==> src/hdl/jfcm_pkg.sv <==
// Shared constants, types and codes of the jet false-color mapper.
package jfcm_pkg;

    localparam int SAMPLE_BITS    = 16;
    localparam int CH_BITS        = 8;
    localparam int QUO_BITS       = CH_BITS;
    localparam int PROD_BITS      = SAMPLE_BITS + CH_BITS;
    localparam int Q_BITS         = SAMPLE_BITS + 2;
    localparam int TDATA_IN_BITS  = ((SAMPLE_BITS + 7) / 8) * 8;
    localparam int TDATA_OUT_BITS = 3 * CH_BITS;

    localparam logic [CH_BITS-1:0] CH_FULL = {CH_BITS{1'b1}};
    localparam logic [CH_BITS-1:0] CH_ZERO = {CH_BITS{1'b0}};

    localparam logic [0:0] REG_RANGE_LOW  = 1'b0;
    localparam logic [0:0] REG_RANGE_HIGH = 1'b1;

    typedef enum logic [1:0] {
        SEG_GREEN_UP,
        SEG_BLUE_DOWN,
        SEG_RED_UP,
        SEG_GREEN_DOWN
    } seg_t;

    typedef struct packed {
        logic [PROD_BITS-1:0]   rem;
        logic [SAMPLE_BITS-1:0] dv;
        logic [QUO_BITS-1:0]    quo;
        seg_t                   seg;
        logic                   inv;
    } div_item_t;

endpackage

==> src/hdl/jfcm_div.sv <==
// Pipelined restoring divider, one quotient bit per register stage.
module jfcm_div
    import jfcm_pkg::*;
(
    input  logic      aclk,
    input  logic      aresetn,
    input  logic      in_valid,
    output logic      in_ready,
    input  div_item_t in_item,
    output logic      out_valid,
    input  logic      out_ready,
    output div_item_t out_item
);

    div_item_t           stage_reg [QUO_BITS];
    logic [QUO_BITS-1:0] valid_reg;
    logic [QUO_BITS-1:0] ready;

    always_comb begin
        for (int k = 0; k < QUO_BITS; k++) begin
            ready[k] = !valid_reg[k];
        end
        ready[QUO_BITS-1] = !valid_reg[QUO_BITS-1] || out_ready;
        for (int k = QUO_BITS - 2; k >= 0; k--) begin
            ready[k] = !valid_reg[k] || ready[k+1];
        end
    end

    assign in_ready  = ready[0];
    assign out_valid = valid_reg[QUO_BITS-1];
    assign out_item  = stage_reg[QUO_BITS-1];

    for (genvar k = 0; k < QUO_BITS; k++) begin : g_stage
        div_item_t            prev;
        logic                 prev_valid;
        logic [PROD_BITS-1:0] trial;
        div_item_t            stage_next;

        if (k == 0) begin : g_first
            assign prev       = in_item;
            assign prev_valid = in_valid;
        end else begin : g_rest
            assign prev       = stage_reg[k-1];
            assign prev_valid = valid_reg[k-1];
        end

        always_comb begin
            trial      = PROD_BITS'(prev.dv) << (QUO_BITS - 1 - k);
            stage_next = prev;
            if (prev.rem >= trial) begin
                stage_next.rem                  = prev.rem - trial;
                stage_next.quo[QUO_BITS-1-k]    = 1'b1;
            end
        end

        always_ff @(posedge aclk) begin
            if (!aresetn) begin
                valid_reg[k] <= 1'b0;
            end else if (ready[k]) begin
                valid_reg[k] <= prev_valid;
            end
            if (ready[k] && prev_valid) begin
                stage_reg[k] <= stage_next;
            end
        end
    end

    a_last_stall_holds: assert property (@(posedge aclk) disable iff (!aresetn)
        valid_reg[QUO_BITS-1] && !out_ready |=> valid_reg[QUO_BITS-1]
            && $stable(stage_reg[QUO_BITS-1]))
        else $error("divider output changed while stalled");

    a_rem_below_divisor: assert property (@(posedge aclk) disable iff (!aresetn)
        valid_reg[QUO_BITS-1] && !stage_reg[QUO_BITS-1].inv
            |-> stage_reg[QUO_BITS-1].rem < PROD_BITS'(stage_reg[QUO_BITS-1].dv))
        else $error("divider remainder not below divisor");

    a_blocked_only_when_full: assert property (@(posedge aclk) disable iff (!aresetn)
        !in_ready |-> &valid_reg && !out_ready)
        else $error("divider input blocked while a stage is free");

endmodule

==> src/hdl/jet_false_color_map_core.sv <==
// Top level of the jet false-color mapper: range setup, segment selection and output register.
//
// Each transaction on the s_ channel carries one unsigned sample; each transaction on
// the m_ channel carries its color as red, green and blue bytes plus a range_invalid flag.
// The sample is clamped to [range_low, range_high] and colored along the jet scale
// blue, cyan, green, yellow, red. When range_high is not above range_low the color is
// pure red and range_invalid is set.
// range_low and range_high are written through cfg_we, cfg_index and cfg_data; the user must
// write them only while no sample is in flight, as the block does not enforce this; they
// reset to zero and to all ones. From an accepted sample to its result there are four
// stages for clamping, segment selection and scaling, eight stages of the pipelined divider
// that produces one bit of the channel value each, and the output register.
// One sample is accepted per cycle while s_tready is high; each stage holds its own valid bit.
// When the receiver stalls, results stay in the output register and the stages
// behind it keep filling until the pipeline is full, then s_tready falls.
// Reset empties the pipeline and drops any result not yet taken.
module jet_false_color_map_core
    import jfcm_pkg::*;
(
    input  logic                      aclk,
    input  logic                      aresetn,
    input  logic                      cfg_we,
    input  logic [0:0]                cfg_index,
    input  logic [SAMPLE_BITS-1:0]    cfg_data,
    input  logic                      s_tvalid,
    output logic                      s_tready,
    input  logic [TDATA_IN_BITS-1:0]  s_tdata,   // sample
    output logic                      m_tvalid,
    input  logic                      m_tready,
    output logic [TDATA_OUT_BITS-1:0] m_tdata,   // red, green, blue
    output logic                      m_tuser    // range_invalid
);

    logic [SAMPLE_BITS-1:0] range_low_reg;
    logic [SAMPLE_BITS-1:0] range_high_reg;

    always_ff @(posedge aclk) begin
        if (!aresetn) begin
            range_low_reg  <= '0;
            range_high_reg <= '1;
        end else if (cfg_we) begin
            case (cfg_index)
                REG_RANGE_LOW:  range_low_reg  <= cfg_data;
                REG_RANGE_HIGH: range_high_reg <= cfg_data;
                default:        range_low_reg  <= range_low_reg;
            endcase
        end
    end

    logic v1_reg, v2_reg, v3_reg, v4_reg, vo_reg;
    logic rdy1, rdy2, rdy3, rdy4, rdy_out;
    logic div_in_ready, div_out_valid;
    div_item_t div_out_item;

    assign rdy_out  = !vo_reg || m_tready;
    assign rdy4     = !v4_reg || div_in_ready;
    assign rdy3     = !v3_reg || rdy4;
    assign rdy2     = !v2_reg || rdy3;
    assign rdy1     = !v1_reg || rdy2;
    assign s_tready = rdy1;

    // Stage 1: clamp, offset and span.
    logic [SAMPLE_BITS-1:0] sample;
    logic [SAMPLE_BITS-1:0] clamped;
    logic [SAMPLE_BITS-1:0] d1_reg, dv1_reg, d1_next, dv1_next;
    logic                   inv1_reg, inv1_next;

    assign sample = s_tdata[SAMPLE_BITS-1:0];

    always_comb begin
        if (sample < range_low_reg) begin
            clamped = range_low_reg;
        end else if (sample > range_high_reg) begin
            clamped = range_high_reg;
        end else begin
            clamped = sample;
        end
        d1_next   = clamped - range_low_reg;
        dv1_next  = range_high_reg - range_low_reg;
        inv1_next = range_high_reg <= range_low_reg;
    end

    // Stage 2: scaled offset and quarter boundaries.
    logic [Q_BITS-1:0]      q2_reg, dv2x_reg, dv3x_reg;
    logic [SAMPLE_BITS-1:0] dv2_reg;
    logic                   inv2_reg;

    // Stage 3: segment and ramp numerator.
    logic [SAMPLE_BITS-1:0] num3_reg, dv3_reg, num3_next;
    seg_t                   seg3_reg, seg3_next;
    logic                   inv3_reg;
    logic [Q_BITS-1:0]      dv_ext;
    logic [Q_BITS-1:0]      num_wide;

    always_comb begin
        dv_ext = Q_BITS'(dv2_reg);
        if (q2_reg < dv_ext) begin
            seg3_next = SEG_GREEN_UP;
            num_wide  = q2_reg;
        end else if (q2_reg < dv2x_reg) begin
            seg3_next = SEG_BLUE_DOWN;
            num_wide  = q2_reg - dv_ext;
        end else if (q2_reg < dv3x_reg) begin
            seg3_next = SEG_RED_UP;
            num_wide  = q2_reg - dv2x_reg;
        end else begin
            seg3_next = SEG_GREEN_DOWN;
            num_wide  = q2_reg - dv3x_reg;
        end
        num3_next = num_wide[SAMPLE_BITS-1:0];
    end

    // Stage 4: dividend 255 * numerator.
    div_item_t div4_reg, div4_next;

    always_comb begin
        div4_next.rem = (PROD_BITS'(num3_reg) << CH_BITS) - PROD_BITS'(num3_reg);
        div4_next.dv  = dv3_reg;
        div4_next.quo = '0;
        div4_next.seg = seg3_reg;
        div4_next.inv = inv3_reg;
    end

    always_ff @(posedge aclk) begin
        if (!aresetn) begin
            v1_reg <= 1'b0;
            v2_reg <= 1'b0;
            v3_reg <= 1'b0;
            v4_reg <= 1'b0;
        end else begin
            if (rdy1) v1_reg <= s_tvalid;
            if (rdy2) v2_reg <= v1_reg;
            if (rdy3) v3_reg <= v2_reg;
            if (rdy4) v4_reg <= v3_reg;
        end
        if (rdy1 && s_tvalid) begin
            d1_reg   <= d1_next;
            dv1_reg  <= dv1_next;
            inv1_reg <= inv1_next;
        end
        if (rdy2 && v1_reg) begin
            q2_reg   <= Q_BITS'(d1_reg) << 2;
            dv2x_reg <= Q_BITS'(dv1_reg) << 1;
            dv3x_reg <= (Q_BITS'(dv1_reg) << 1) + Q_BITS'(dv1_reg);
            dv2_reg  <= dv1_reg;
            inv2_reg <= inv1_reg;
        end
        if (rdy3 && v2_reg) begin
            num3_reg <= num3_next;
            dv3_reg  <= dv2_reg;
            seg3_reg <= seg3_next;
            inv3_reg <= inv2_reg;
        end
        if (rdy4 && v3_reg) begin
            div4_reg <= div4_next;
        end
    end

    jfcm_div u_div (
        .aclk      (aclk),
        .aresetn   (aresetn),
        .in_valid  (v4_reg),
        .in_ready  (div_in_ready),
        .in_item   (div4_reg),
        .out_valid (div_out_valid),
        .out_ready (rdy_out),
        .out_item  (div_out_item)
    );

    // Output stage: channel assembly.
    logic [CH_BITS-1:0] ramp_up, ramp_down;
    logic [CH_BITS-1:0] red_next, green_next, blue_next;
    logic [CH_BITS-1:0] red_reg, green_reg, blue_reg;
    logic               inv_out_reg;

    always_comb begin
        ramp_up   = div_out_item.quo;
        ramp_down = CH_FULL - div_out_item.quo;
        case (div_out_item.seg)
            SEG_GREEN_UP: begin
                red_next   = CH_ZERO;
                green_next = ramp_up;
                blue_next  = CH_FULL;
            end
            SEG_BLUE_DOWN: begin
                red_next   = CH_ZERO;
                green_next = CH_FULL;
                blue_next  = ramp_down;
            end
            SEG_RED_UP: begin
                red_next   = ramp_up;
                green_next = CH_FULL;
                blue_next  = CH_ZERO;
            end
            default: begin
                red_next   = CH_FULL;
                green_next = ramp_down;
                blue_next  = CH_ZERO;
            end
        endcase
        if (div_out_item.inv) begin
            red_next   = CH_FULL;
            green_next = CH_ZERO;
            blue_next  = CH_ZERO;
        end
    end

    always_ff @(posedge aclk) begin
        if (!aresetn) begin
            vo_reg <= 1'b0;
        end else if (rdy_out) begin
            vo_reg <= div_out_valid;
        end
        if (rdy_out && div_out_valid) begin
            red_reg     <= red_next;
            green_reg   <= green_next;
            blue_reg    <= blue_next;
            inv_out_reg <= div_out_item.inv;
        end
    end

    assign m_tvalid = vo_reg;
    assign m_tdata  = {blue_reg, green_reg, red_reg};
    assign m_tuser  = inv_out_reg;

    a_invalid_is_red: assert property (@(posedge aclk) disable iff (!aresetn)
        vo_reg && inv_out_reg |-> red_reg == CH_FULL && green_reg == CH_ZERO
            && blue_reg == CH_ZERO)
        else $error("invalid range result is not pure red");

    a_red_blue_exclusive: assert property (@(posedge aclk) disable iff (!aresetn)
        vo_reg |-> red_reg == CH_ZERO || blue_reg == CH_ZERO)
        else $error("red and blue both lit");

    a_one_channel_full: assert property (@(posedge aclk) disable iff (!aresetn)
        vo_reg |-> red_reg == CH_FULL || green_reg == CH_FULL || blue_reg == CH_FULL)
        else $error("no channel at full intensity");

    a_no_accept_when_full: assert property (@(posedge aclk) disable iff (!aresetn)
        v1_reg && v2_reg && v3_reg && v4_reg && !div_in_ready |-> !s_tready)
        else $error("input accepted while front stages are full and blocked");

endmodule
==> config.mk <==
export PLATFORM = sky130hd
export DESIGN_NAME = jet_false_color_map_core
export DESIGN_NICKNAME = d
export VERILOG_FILES = /design/src/hdl/jfcm_pkg.sv /design/src/hdl/jfcm_div.sv /design/src/hdl/jet_false_color_map_core.sv
export SDC_FILE = /design/constraint.sdc
export NUM_CORES = 1
export LEC_CHECK = 0
export ABC_AREA = 1
export BUFFER_PORTS_ARGS = -buffer_cell sky130_fd_sc_hd__buf_4
export CORE_MARGIN = 5
export CORE_UTILIZATION = 45
export CTS_CLUSTER_SIZE = 30
export DETAILED_ROUTE_END_ITERATION = 7
export GPL_ROUTABILITY_DRIVEN = 0
export PLACE_DENSITY_LB_ADDON = 0.3
export SYNTH_ARGS = -nofsm -noshare
export SYNTH_HDL_FRONTEND = slang
export SYNTH_SLANG_ARGS = --single-unit
==> constraint.sdc <==
create_clock -name aclk -period 4.7 [get_ports aclk]
set_clock_uncertainty 0.15 [all_clocks]
set_input_delay 0 -clock aclk [delete_from_list [all_inputs] [get_ports aclk]]
set_output_delay 0 -clock aclk [all_outputs]
set_load 0.005 [all_outputs]
==> results of run 1 <==
[path summary, 6_finish.rpt]
check | startpoint | to | slack, ns | cells past startpoint
max | range_low_reg[1]$_SDFFE_PN0P_ | d1_reg[15]$_DFFE_PP_ | 0.73 | 21
min | s_tdata[1] | d1_reg[1]$_DFFE_PP_ | 0.06 | 6
max reg2reg | range_low_reg[1]$_SDFFE_PN0P_ | d1_reg[15]$_DFFE_PP_ | 0.73 | 21
min reg2reg | u_div.stage_reg[2][10]$_DFFE_PP_ | u_div.stage_reg[3][10]$_DFFE_PP_ | 0.23 | 0
[critical path: stages, from the launching register on]
cell and delay, ns:
dfxtp_1 0.42, inv_1 0.13, ha_1 0.28, nand2_1 0.06, nand2_1 0.05, nand2_1 0.05
nand2_1 0.06, nand2_1 0.06, nand2_1 0.07, nand2_1 0.06, nand2_1 0.18, inv_1 0.18
buf_4 0.26, o21ai_0 0.13, ha_1 0.35, a21oi_1 0.16, a21boi_1 0.38, o21ai_0 0.27
a21oi_1 0.24, inv_1 0.06, nand4_1 0.08, nand2_1 0.05
[metrics by stage]
step,hold slack [ns],instances,total power [mW],utilization
after detailed placement,0.0841,4797,8.05,0.473
after global placement,0.0838,4797,8.02,0.473
after floorplan,-0.0196,3789,7.50,-
after CTS,0.0121,4981,13.1,0.510
final,0.0556,4982,13.0,0.510
after global routing,0.0643,4981,13.6,0.510
[cell usage in the layout, fill, tap and decap left out, types with 11 or more instances in the layout]
cell           instances
fa_1                  11
buf_4                 79
o21ai_1               16
edfxtp_1             526
nor4_1                14
dfxtp_1               45
o21ai_2               16
nand3_1              211
a31oi_1               15
inv_1                548
or2_2                 15
nand4_1               50
nand3b_1              17
o211ai_1              22
o21ai_0              187
o21bai_1              18
ha_1                 267
clkinv_2              16
xor2_1                95
clkbuf_16             61
a21o_1                22
a21oi_1              295
nor2_1               250
nand2_1              892
nor3_1                39
clkinv_1              12
dlygate4sd3_1         68
xnor2_1               73
[per-layer routing]
metal | part of all wire | vias up | track usage
li1 | - | 13200 | -
met1 | 0.43 | 12200 | 0.252
met2 | 0.49 | 654 | 0.344
met3 | 0.045 | 162 | 0.0229
met4 | 0.032 | 0 | 0.0614
met5 | 0 | - | 0
[final cells by class]
class	count	area (um^2)
multi-input combinational	2612	15100
inverter	557	2090
sequential	571	16700
clock inverter	49	553
clock buffer	67	1550
tap	978	1220
timing repair buffer	147	1270
antenna	1	2.50
fill	6921	37000
[where the power goes]
group          switching [mW]  total, mW  internal [mW]  leakage (nW)
clock                    2.08       4.97           2.89          1.02
sequential              0.137       5.93           5.79          5.14
combinational            1.30       2.09          0.792          10.4
total                    3.51       13.0           9.47          16.5
[kinds of logic (layout without fill, tap and decap cells)]
kind of cell / after synthesis / in the layout / synth area share
multiplexers: 1 / 1 / 0.000293
AO/OA/AOI/OAI: 640 / 640 / 0.106
buffers and inverters: 606 / 820 / 0.0692
XOR/XNOR: 168 / 168 / 0.0431
AND/OR/NAND/NOR: 1525 / 1525 / 0.188
other: 0 / 1 / 0
adder cells (fa/ha/maj): 278 / 278 / 0.104
flip-flops: 571 / 571 / 0.489
[what timing repair did]
action                                  CTS  global route
resized for setup                         0             1
hold buffers                             68             0
endpoints found under the setup margin    0             1
hold endpoints to repair                128             0
==> metrics.log, run 1 <==
[metrics] status: finished, final reports clean
[metrics] max cap viols: 0
[metrics] syn_area_per_cell: between 9 and 10 um^2
[metrics] number of buffers inserted by post-CTS setup repair: 0
[metrics] sequential area share after synthesis: 0.489
[metrics] synthesized flop and latch total: 571
[metrics] Post-route DRC: 0
[metrics] area overhead of the layout relative to synthesis: 12.9%
[metrics] Max FO, Critical Path: 22
[metrics] most used standard cell by instance count after synthesis: nand2_1
[metrics] setup repair after global routing missed its margin: false
[metrics] share of synthesized flip-flops with an asynchronous set or reset: 0
[metrics] GR Util All Layers: 0.195
[metrics] Die Footprint: 81500 um^2
[metrics] number of buffers inserted by port buffering: 64
[metrics] buffers from clock root to sink, at most: 3
[metrics] leakage power figure: 16.5 nW
[metrics] Post-synth EDFFs: ~530
[metrics] antenna-violating nets left: 0
[metrics] arrival time of the worst setup path: 4.23 ns
[metrics] share of the cycle needed by the critical path after routing: 0.846
[metrics] post-synthesis instance area: 34100 um^2
[metrics] layout net count: 4266
[metrics] DR pass1 iterations: 5
[metrics] sum of overflow across all layers after global routing: 0
[metrics] Setup crit end kind: register
[metrics] predominant post-synthesis flop cell: edfxtp_1
[metrics] number of DRC markers in iteration 0: between 2000 and 2500
[metrics] first-pass GRT wire length: 130000 um
[metrics] classification of the worst setup path: register to register
[metrics] Power Dens Cells: 337 nW/um^2
[metrics] post-synth top area share: 0.463
[metrics] pin count of the biggest net entering global routing: 51
[metrics] final critical-path setup slack: approximately 0.73 ns
[metrics] starting utilization of the core area: 0.452
[metrics] worst voltage drop across the vdd grid: 0.316 mV
[metrics] total CTS buffers: 61
[metrics] floorplan die height: 285 um
[metrics] number of instances in the synthesized netlist: roughly 3800
[metrics] CTS Sinks: around 570
[metrics] placed standard-cell area: roughly 36000 um^2
[metrics] vias in the first global route: about 25000
[metrics] DR vias/cell: 5.26
[metrics] horizontal die dimension: 285 um
[metrics] HPWL after detailed placement: 62600 um
[metrics] clock insertion delay at the later pin of the skew report: between 0.6 and 0.7 ns
[metrics] # setup viols final: 0
[metrics] worst min-delay path category: primary input to register
[metrics] number of flip-flops under the largest register name: 340
[metrics] nets in the synthesized netlist: 4105
[metrics] count of warnings emitted by yosys: 0
[metrics] measured slew at the worst slew-check pin: 1.21 ns
[metrics] clock tree root driver cell: clkbuf_16
[metrics] min cycle time layout: 3.97 ns
[metrics] pre-CTS setup slack: 0.489 ns
[metrics] total core area: 75600 um^2
[metrics] count of different cell masters after synthesis: 57
[metrics] average routed wire per standard cell: 16.3 um
[metrics] worst slew margin relative to its limit: 0.189
[metrics] count of pins over their slew limit: 0
[metrics] via count of the routed design: 26200
[metrics] boundary pin count: 65
[metrics] achievable clock frequency: 0.252 GHz
[metrics] number of hold violations in the final report: 0
[metrics] Commonest cells post-synth: 892 x nand2_1, 550 x inv_1, 526 x edfxtp_1
[metrics] final routed wirelength across all metal layers: 81300 um
[metrics] required time reported for the critical path endpoint: 4.95 ns
[metrics] top post-synthesis cells by area: edfxtp_1 46%, nand2_1 9.8%, ha_1 9.8%
[metrics] sum of negative setup slack: 0 ns
[metrics] antenna violations before repair: 0
[metrics] CTS H-tree lvls: 2
[metrics] CP Launch Type: register
[metrics] post-synthesis cell type with the largest combined area: edfxtp_1
[metrics] number of placement rows: approximately 100
[metrics] final cell area excluding filler cells: approximately 39000 um^2
[metrics] share of layout cells above drive strength 1: 0.0652
[metrics] clock slew at reported path FFs: about 0.06 ns
[metrics] TritonCTS clock tree: yes
Note: power is estimated with default switching activity, not from simulation.
==> run 2, diff against run 1 <==
--- a/config.mk
+++ b/config.mk
@@ -5,7 +5,7 @@
 export SDC_FILE = /design/constraint.sdc
 export NUM_CORES = 1
 export LEC_CHECK = 0
-export ABC_AREA = 1
+export ABC_AREA = 0
 export BUFFER_PORTS_ARGS = -buffer_cell sky130_fd_sc_hd__buf_4
 export CORE_MARGIN = 5
 export CORE_UTILIZATION = 45
==> constraint.sdc (replaced) <==
create_clock -name aclk -period 3.5 [get_ports aclk]
set_clock_uncertainty 0.15 [all_clocks]
set_input_delay 0 -clock aclk [delete_from_list [all_inputs] [get_ports aclk]]
set_output_delay 0 -clock aclk [all_outputs]
set_load 0.005 [all_outputs]
==> run 2 against run 1 <==
  * The flow now finishes with violations (setup timing)
  * Die area down 5.2%
  * Clock power is 31% higher
  * Register-to-register slack got worse by 1.3 ns
  * Largest cell class unchanged
  * Highest routed layer unchanged
==> metrics.log, run 2 <==
[metrics] critical path cell sequence: inv_2 -> ha_4 -> or4_4 -> o221a_4 -> o21ai_4 -> and2_4 -> o21ai_2 -> o21a_1 -> ha_1 -> nor2b_4 -> o31ai_4 -> a21oi_2 -> a211o_1 -> o41ai_4 -> o21ai_2 -> a31oi_1 -> xnor2_1 (was inv_1 -> ha_1 -> nand2_1 -> nand2_1 -> nand2_1 -> nand2_1 -> nand2_1 -> nand2_1 -> nand2_1 -> nand2_1 -> inv_1 -> buf_4 -> o21ai_0 -> ha_1 -> a21oi_1 -> a21boi_1 -> o21ai_0 -> a21oi_1 -> inv_1 -> nand4_1 -> nand2_1)
[metrics] CTS Sinks: 571 (unchanged)
[metrics] min cycle time layout: 4.11 ns (was 3.97 ns)
[metrics] status: finished with violations (was finished, final reports clean)
[metrics] TritonCTS clock tree: yes (unchanged)
[metrics] worst slew margin relative to its limit: 0.208 (was 0.189)
[metrics] sequential area share after synthesis: 0.517 (was 0.489)
[metrics] antenna violations before repair: 1 (was 0)
[metrics] worst reg2reg path endpoint: d1_reg[15]$_DFFE_PP_ (unchanged)
[metrics] startpoint of the worst hold path: s_tdata[10] (was s_tdata[1])
[metrics] leading cell types in the layout, fill and taps excluded: 526 x edfxtp_1, 279 x inv_1, 261 x ha_1 (was 892 x nand2_1, 548 x inv_1, 526 x edfxtp_1)
[metrics] number of stages on the worst setup path: 17 (was 21)
[metrics] share of power burned in registers: 0.459 (was 0.456)
[metrics] post-synthesis instance area: 32300 um^2 (was 34100 um^2)
[metrics] Max FO, Critical Path: 6 (was 22)
[metrics] antenna-violating nets left: 0 (unchanged)
[metrics] DR vias/cell: 5.48 (was 5.26)
[metrics] largest stage delay on the critical path: 0.53 ns (was 0.42 ns)
[metrics] nets in the synthesized netlist: 3247 (was 4105)
[metrics] clock insertion delay at the later pin of the skew report: 0.64 ns (was 0.66 ns)
[metrics] Post-route DRC: 0 (unchanged)
[metrics] total core area: 71400 um^2 (was 75600 um^2)
[metrics] number of hold violations in the final report: 0 (unchanged)
[metrics] leakage power figure: 15.1 nW (was 16.5 nW)
[metrics] number of flip-flops under the largest register name: 340 (unchanged)
[metrics] Die Footprint: 77300 um^2 (was 81500 um^2)
[metrics] post-synth top area share: 0.489 (was 0.463)
[metrics] first-pass GRT wire length: 117000 um (was 130000 um)
[metrics] area overhead of the layout relative to synthesis: 18.2% (was 12.9%)
[metrics] required time reported for the critical path endpoint: 3.75 ns (was 4.95 ns)
[metrics] setup repair after global routing missed its margin: true (was false)
[metrics] arrival time of the worst setup path: 4.36 ns (was 4.23 ns)
[metrics] Setup crit end kind: register (unchanged)
[metrics] achievable clock frequency: 0.243 GHz (was 0.252 GHz)
[metrics] layout net count: 3561 (was 4266)
[metrics] worst voltage drop across the vdd grid: 0.370 mV (was 0.316 mV)
[metrics] crit-path leading delay family: compound AO/OA/AOI/OAI gates (unchanged)
[metrics] worst min-delay path category: primary input to register (unchanged)
[metrics] floorplan die height: 278 um (was 285 um)
[metrics] total CTS buffers: 59 (was 61)
[metrics] top post-synthesis cells by area: edfxtp_1 49%, ha_1 10%, xnor2_1 3.5% (was edfxtp_1 46%, nand2_1 9.8%, ha_1 9.8%)
[metrics] library cell contributing the largest single delay on the critical path: or4_4 (was dfxtp_1)
[metrics] boundary pin count: 65 (unchanged)
[metrics] DR pass1 iterations: 7 (was 5)
[metrics] final routed wirelength across all metal layers: 71800 um (was 81300 um)
[metrics] GR Util All Layers: 0.182 (was 0.195)
[metrics] share of the cycle needed by the critical path after routing: 1.17 (was 0.846)
[metrics] CTS H-tree lvls: 2 (unchanged)
[metrics] count of different cell masters after synthesis: 88 (was 57)
[metrics] synthesized flop and latch total: 571 (unchanged)
[metrics] most common cell after layout, fill and taps aside: edfxtp_1 (was nand2_1)
[metrics] switching power: 4.24 mW (was 3.51 mW)
[metrics] count of pins over their slew limit: 0 (unchanged)
[metrics] Synth Area in Simple Gates: 0.118 (was 0.188)
[metrics] max cap viols: 0 (unchanged)
[metrics] pin count of the biggest net entering global routing: 51 (unchanged)
[metrics] share of layout cells above drive strength 1: 0.150 (was 0.0652)
[metrics] switching part of the total power: 0.248 (was 0.270)
[metrics] via count of the routed design: 23300 (was 26200)
[metrics] HPWL after detailed placement: 54200 um (was 62600 um)
[metrics] most used standard cell by instance count after synthesis: edfxtp_1 (was nand2_1)
[metrics] main combinational cell family by area after synthesis: compound AO/OA/AOI/OAI gates (was simple AND/OR/NAND/NOR gates)
[metrics] flop-to-flop setup slack: -0.61 ns (was 0.73 ns)
[metrics] final critical-path setup slack: -0.610 ns (was 0.725 ns)
[metrics] violated checks: setup timing
[metrics] clock network fraction of total power: 0.380 (was 0.383)
[metrics] predominant post-synthesis flop cell: edfxtp_1 (unchanged)
[metrics] clock slew at reported path FFs: 0.06 ns (about the same)
[metrics] most numerous cell on the critical path: o21ai_2 (was nand2_1)
[metrics] Commonest cells post-synth: 526 x edfxtp_1, 283 x inv_1, 267 x ha_1 (was 892 x nand2_1, 550 x inv_1, 526 x edfxtp_1)
[metrics] average routed wire per standard cell: 16.9 um (was 16.3 um)
[metrics] depth of the worst register-to-register path: 17 (was 21)
[metrics] part of the total power dissipated in combinational logic: 0.161 (about the same)
[metrics] count of warnings emitted by yosys: 0 (unchanged)
[metrics] number of placement rows: 98 (was 101)
[metrics] complex-gate fraction of the synthesized area: 0.142 (was 0.106)
[metrics] placed standard-cell area: 35300 um^2 (was 35700 um^2)
[metrics] clock tree root driver cell: clkbuf_16 (unchanged)
[metrics] share of synthesized flip-flops with an asynchronous set or reset: 0 (unchanged)
[metrics] # setup viols final: 9 (was 0)
[metrics] vias in the first global route: 23900 (was 24800)
[metrics] post-synthesis cell type with the largest combined area: edfxtp_1 (unchanged)
[metrics] Post-synth EDFFs: 526 (unchanged)
[metrics] classification of the worst setup path: register to register (unchanged)
[metrics] syn_area_per_cell: 11.0 um^2 (was 9.01 um^2)
[metrics] horizontal die dimension: 278 um (was 285 um)
[metrics] end point of the most critical hold path: d1_reg[10]$_DFFE_PP_ (was d1_reg[1]$_DFFE_PP_)
[metrics] overall power: 17.1 mW (was 13.0 mW)
[metrics] CP Launch Type: register (unchanged)
[metrics] mux contribution to synthesized area: 0.0227 (was 0.000293)
[metrics] number of instances in the synthesized netlist: 2931 (was 3789)
[metrics] number of buffers inserted by port buffering: 64 (unchanged)
[metrics] sum of overflow across all layers after global routing: 0 (unchanged)
[metrics] starting utilization of the core area: 0.453 (was 0.452)
[metrics] measured slew at the worst slew-check pin: 1.18 ns (was 1.21 ns)
[metrics] final cell area excluding filler cells: 38200 um^2 (was 38500 um^2)
[metrics] Power Dens Cells: 447 nW/um^2 (was 337 nW/um^2)
[metrics] Adder-Cell Fraction of Synth Area: 0.110 (was 0.104)
[metrics] buffers from clock root to sink, at most: 3 (unchanged)
[metrics] cell count of the worst hold path: 6 (unchanged)
[metrics] internal power component: 12.8 mW (was 9.47 mW)
[metrics] Critical R2R Launch: range_high_reg[11]$_SDFFE_PN1P_ (was range_low_reg[1]$_SDFFE_PN0P_)
[metrics] number of DRC markers in iteration 0: 1442 (was 2061)
[metrics] post-synthesis share of cell area spent on xor and xnor gates: 0.0504 (was 0.0431)
[metrics] WP buf/inv: 1 (was 4)
## run 2: cell count changes after synthesis, sizes merged, moves of 30 or more
cell,delta
nand3,-166
inv,-272
nor2b,+54
o21a,+41
o21ai,-69
a21oi,-107
nor2,-30
nand2,-692
mux2,+50
xor2,-39
xnor2,+57
a21o,+33
## run 2: what timing repair did
item                                    4_1_cts  5_1_grt
hold endpoints to repair                     79        0
setup buffers                                 6        7
resized for setup                            22       41
endpoints found under the setup margin       14       61
hold buffers                                 55        0
cloned                                        1        0
pin swaps                                    13       23
## run 2: per-layer routing
layer	wire (um)	vias up	track usage	share of wire
met5	0	-	0	0
met4	3240	0	0.0789	0.045
met3	2800	205	0.0237	0.039
met2	37900	550	0.341	0.53
met1	27900	11100	0.206	0.39
li1	-	11400	-	-
## run 2: worst max-delay path by stage
stage                                      endpoint  slack, ns                             from
floorplan           u_div.stage_reg[1][0]$_DFFE_PP_      -0.56            m_tvalid$_SDFFE_PN0P_
global placement               d1_reg[15]$_DFFE_PP_      -0.64    range_low_reg[9]$_SDFFE_PN0P_
detailed placement             d1_reg[15]$_DFFE_PP_      -0.78    range_low_reg[1]$_SDFFE_PN0P_
CTS                            d1_reg[14]$_DFFE_PP_      -0.63  range_high_reg[11]$_SDFFE_PN1P_
global route                   d1_reg[14]$_DFFE_PP_      -0.86   range_high_reg[1]$_SDFFE_PN1P_
finish                         d1_reg[15]$_DFFE_PP_      -0.61  range_high_reg[11]$_SDFFE_PN1P_
## run 2: power groups by stage
stage          clock network, mW  logic (mW)  registers [mW]
2_1_floorplan                  0        1.77            7.93
3_3_place_gp                   0        2.45            7.98
3_5_place_dp                   0        2.52            7.99
4_1_cts                     6.64        2.64            7.84
5_1_grt                     6.93        3.03            7.86
6_report                    6.49        2.74            7.84
## run 2: area by class of cell
| cell class | count | area, um^2 |
|---|---|---|
| fill | 5916 | 33200 |
| tap | 950 | 1190 |
| sequential | 571 | 16700 |
| antenna | 1 | 2.50 |
| clock inverter | 34 | 448 |
| multi-input combinational | 2023 | 14700 |
| inverter | 284 | 1070 |
| timing repair buffer | 306 | 2500 |
| clock buffer | 72 | 1560 |
## run 2: cells by family after synthesis
logic type | after synthesis
simple gates | 788
compound gates | 703
flops | 571
buf+inv | 338
fa+ha+maj | 278
xor+xnor | 186
mux | 67
## run 2: worst register-to-register path: cells and delay by family, from the launching register on
kind,cells,cell delay [ns]
AND/OR/NAND/NOR,3,0.89
XOR/XNOR,1,0.08
flip-flops,1,0.33
AO/OA/AOI/OAI,10,1.94
adder cells (fa/ha/maj),2,0.42
buffers and inverters,1,0.05
## run 2: stage by stage
step / utilization / hold WS [ns] / TNS, ns / setup WS [ns] / cells
after floorplan: - / -0.0126 / -52.66 / -0.565 / 2931
after global routing: 0.535 / 0.0466 / -5.72 / -0.861 / 4240
after global placement: 0.494 / 0.0842 / -3.43 / -0.645 / 4065
after detailed placement: 0.494 / 0.0931 / -4.31 / -0.782 / 4065
final: 0.535 / 0.0412 / -4.02 / -0.610 / 4241
after CTS: 0.532 / 0.0130 / -3.87 / -0.627 / 4233
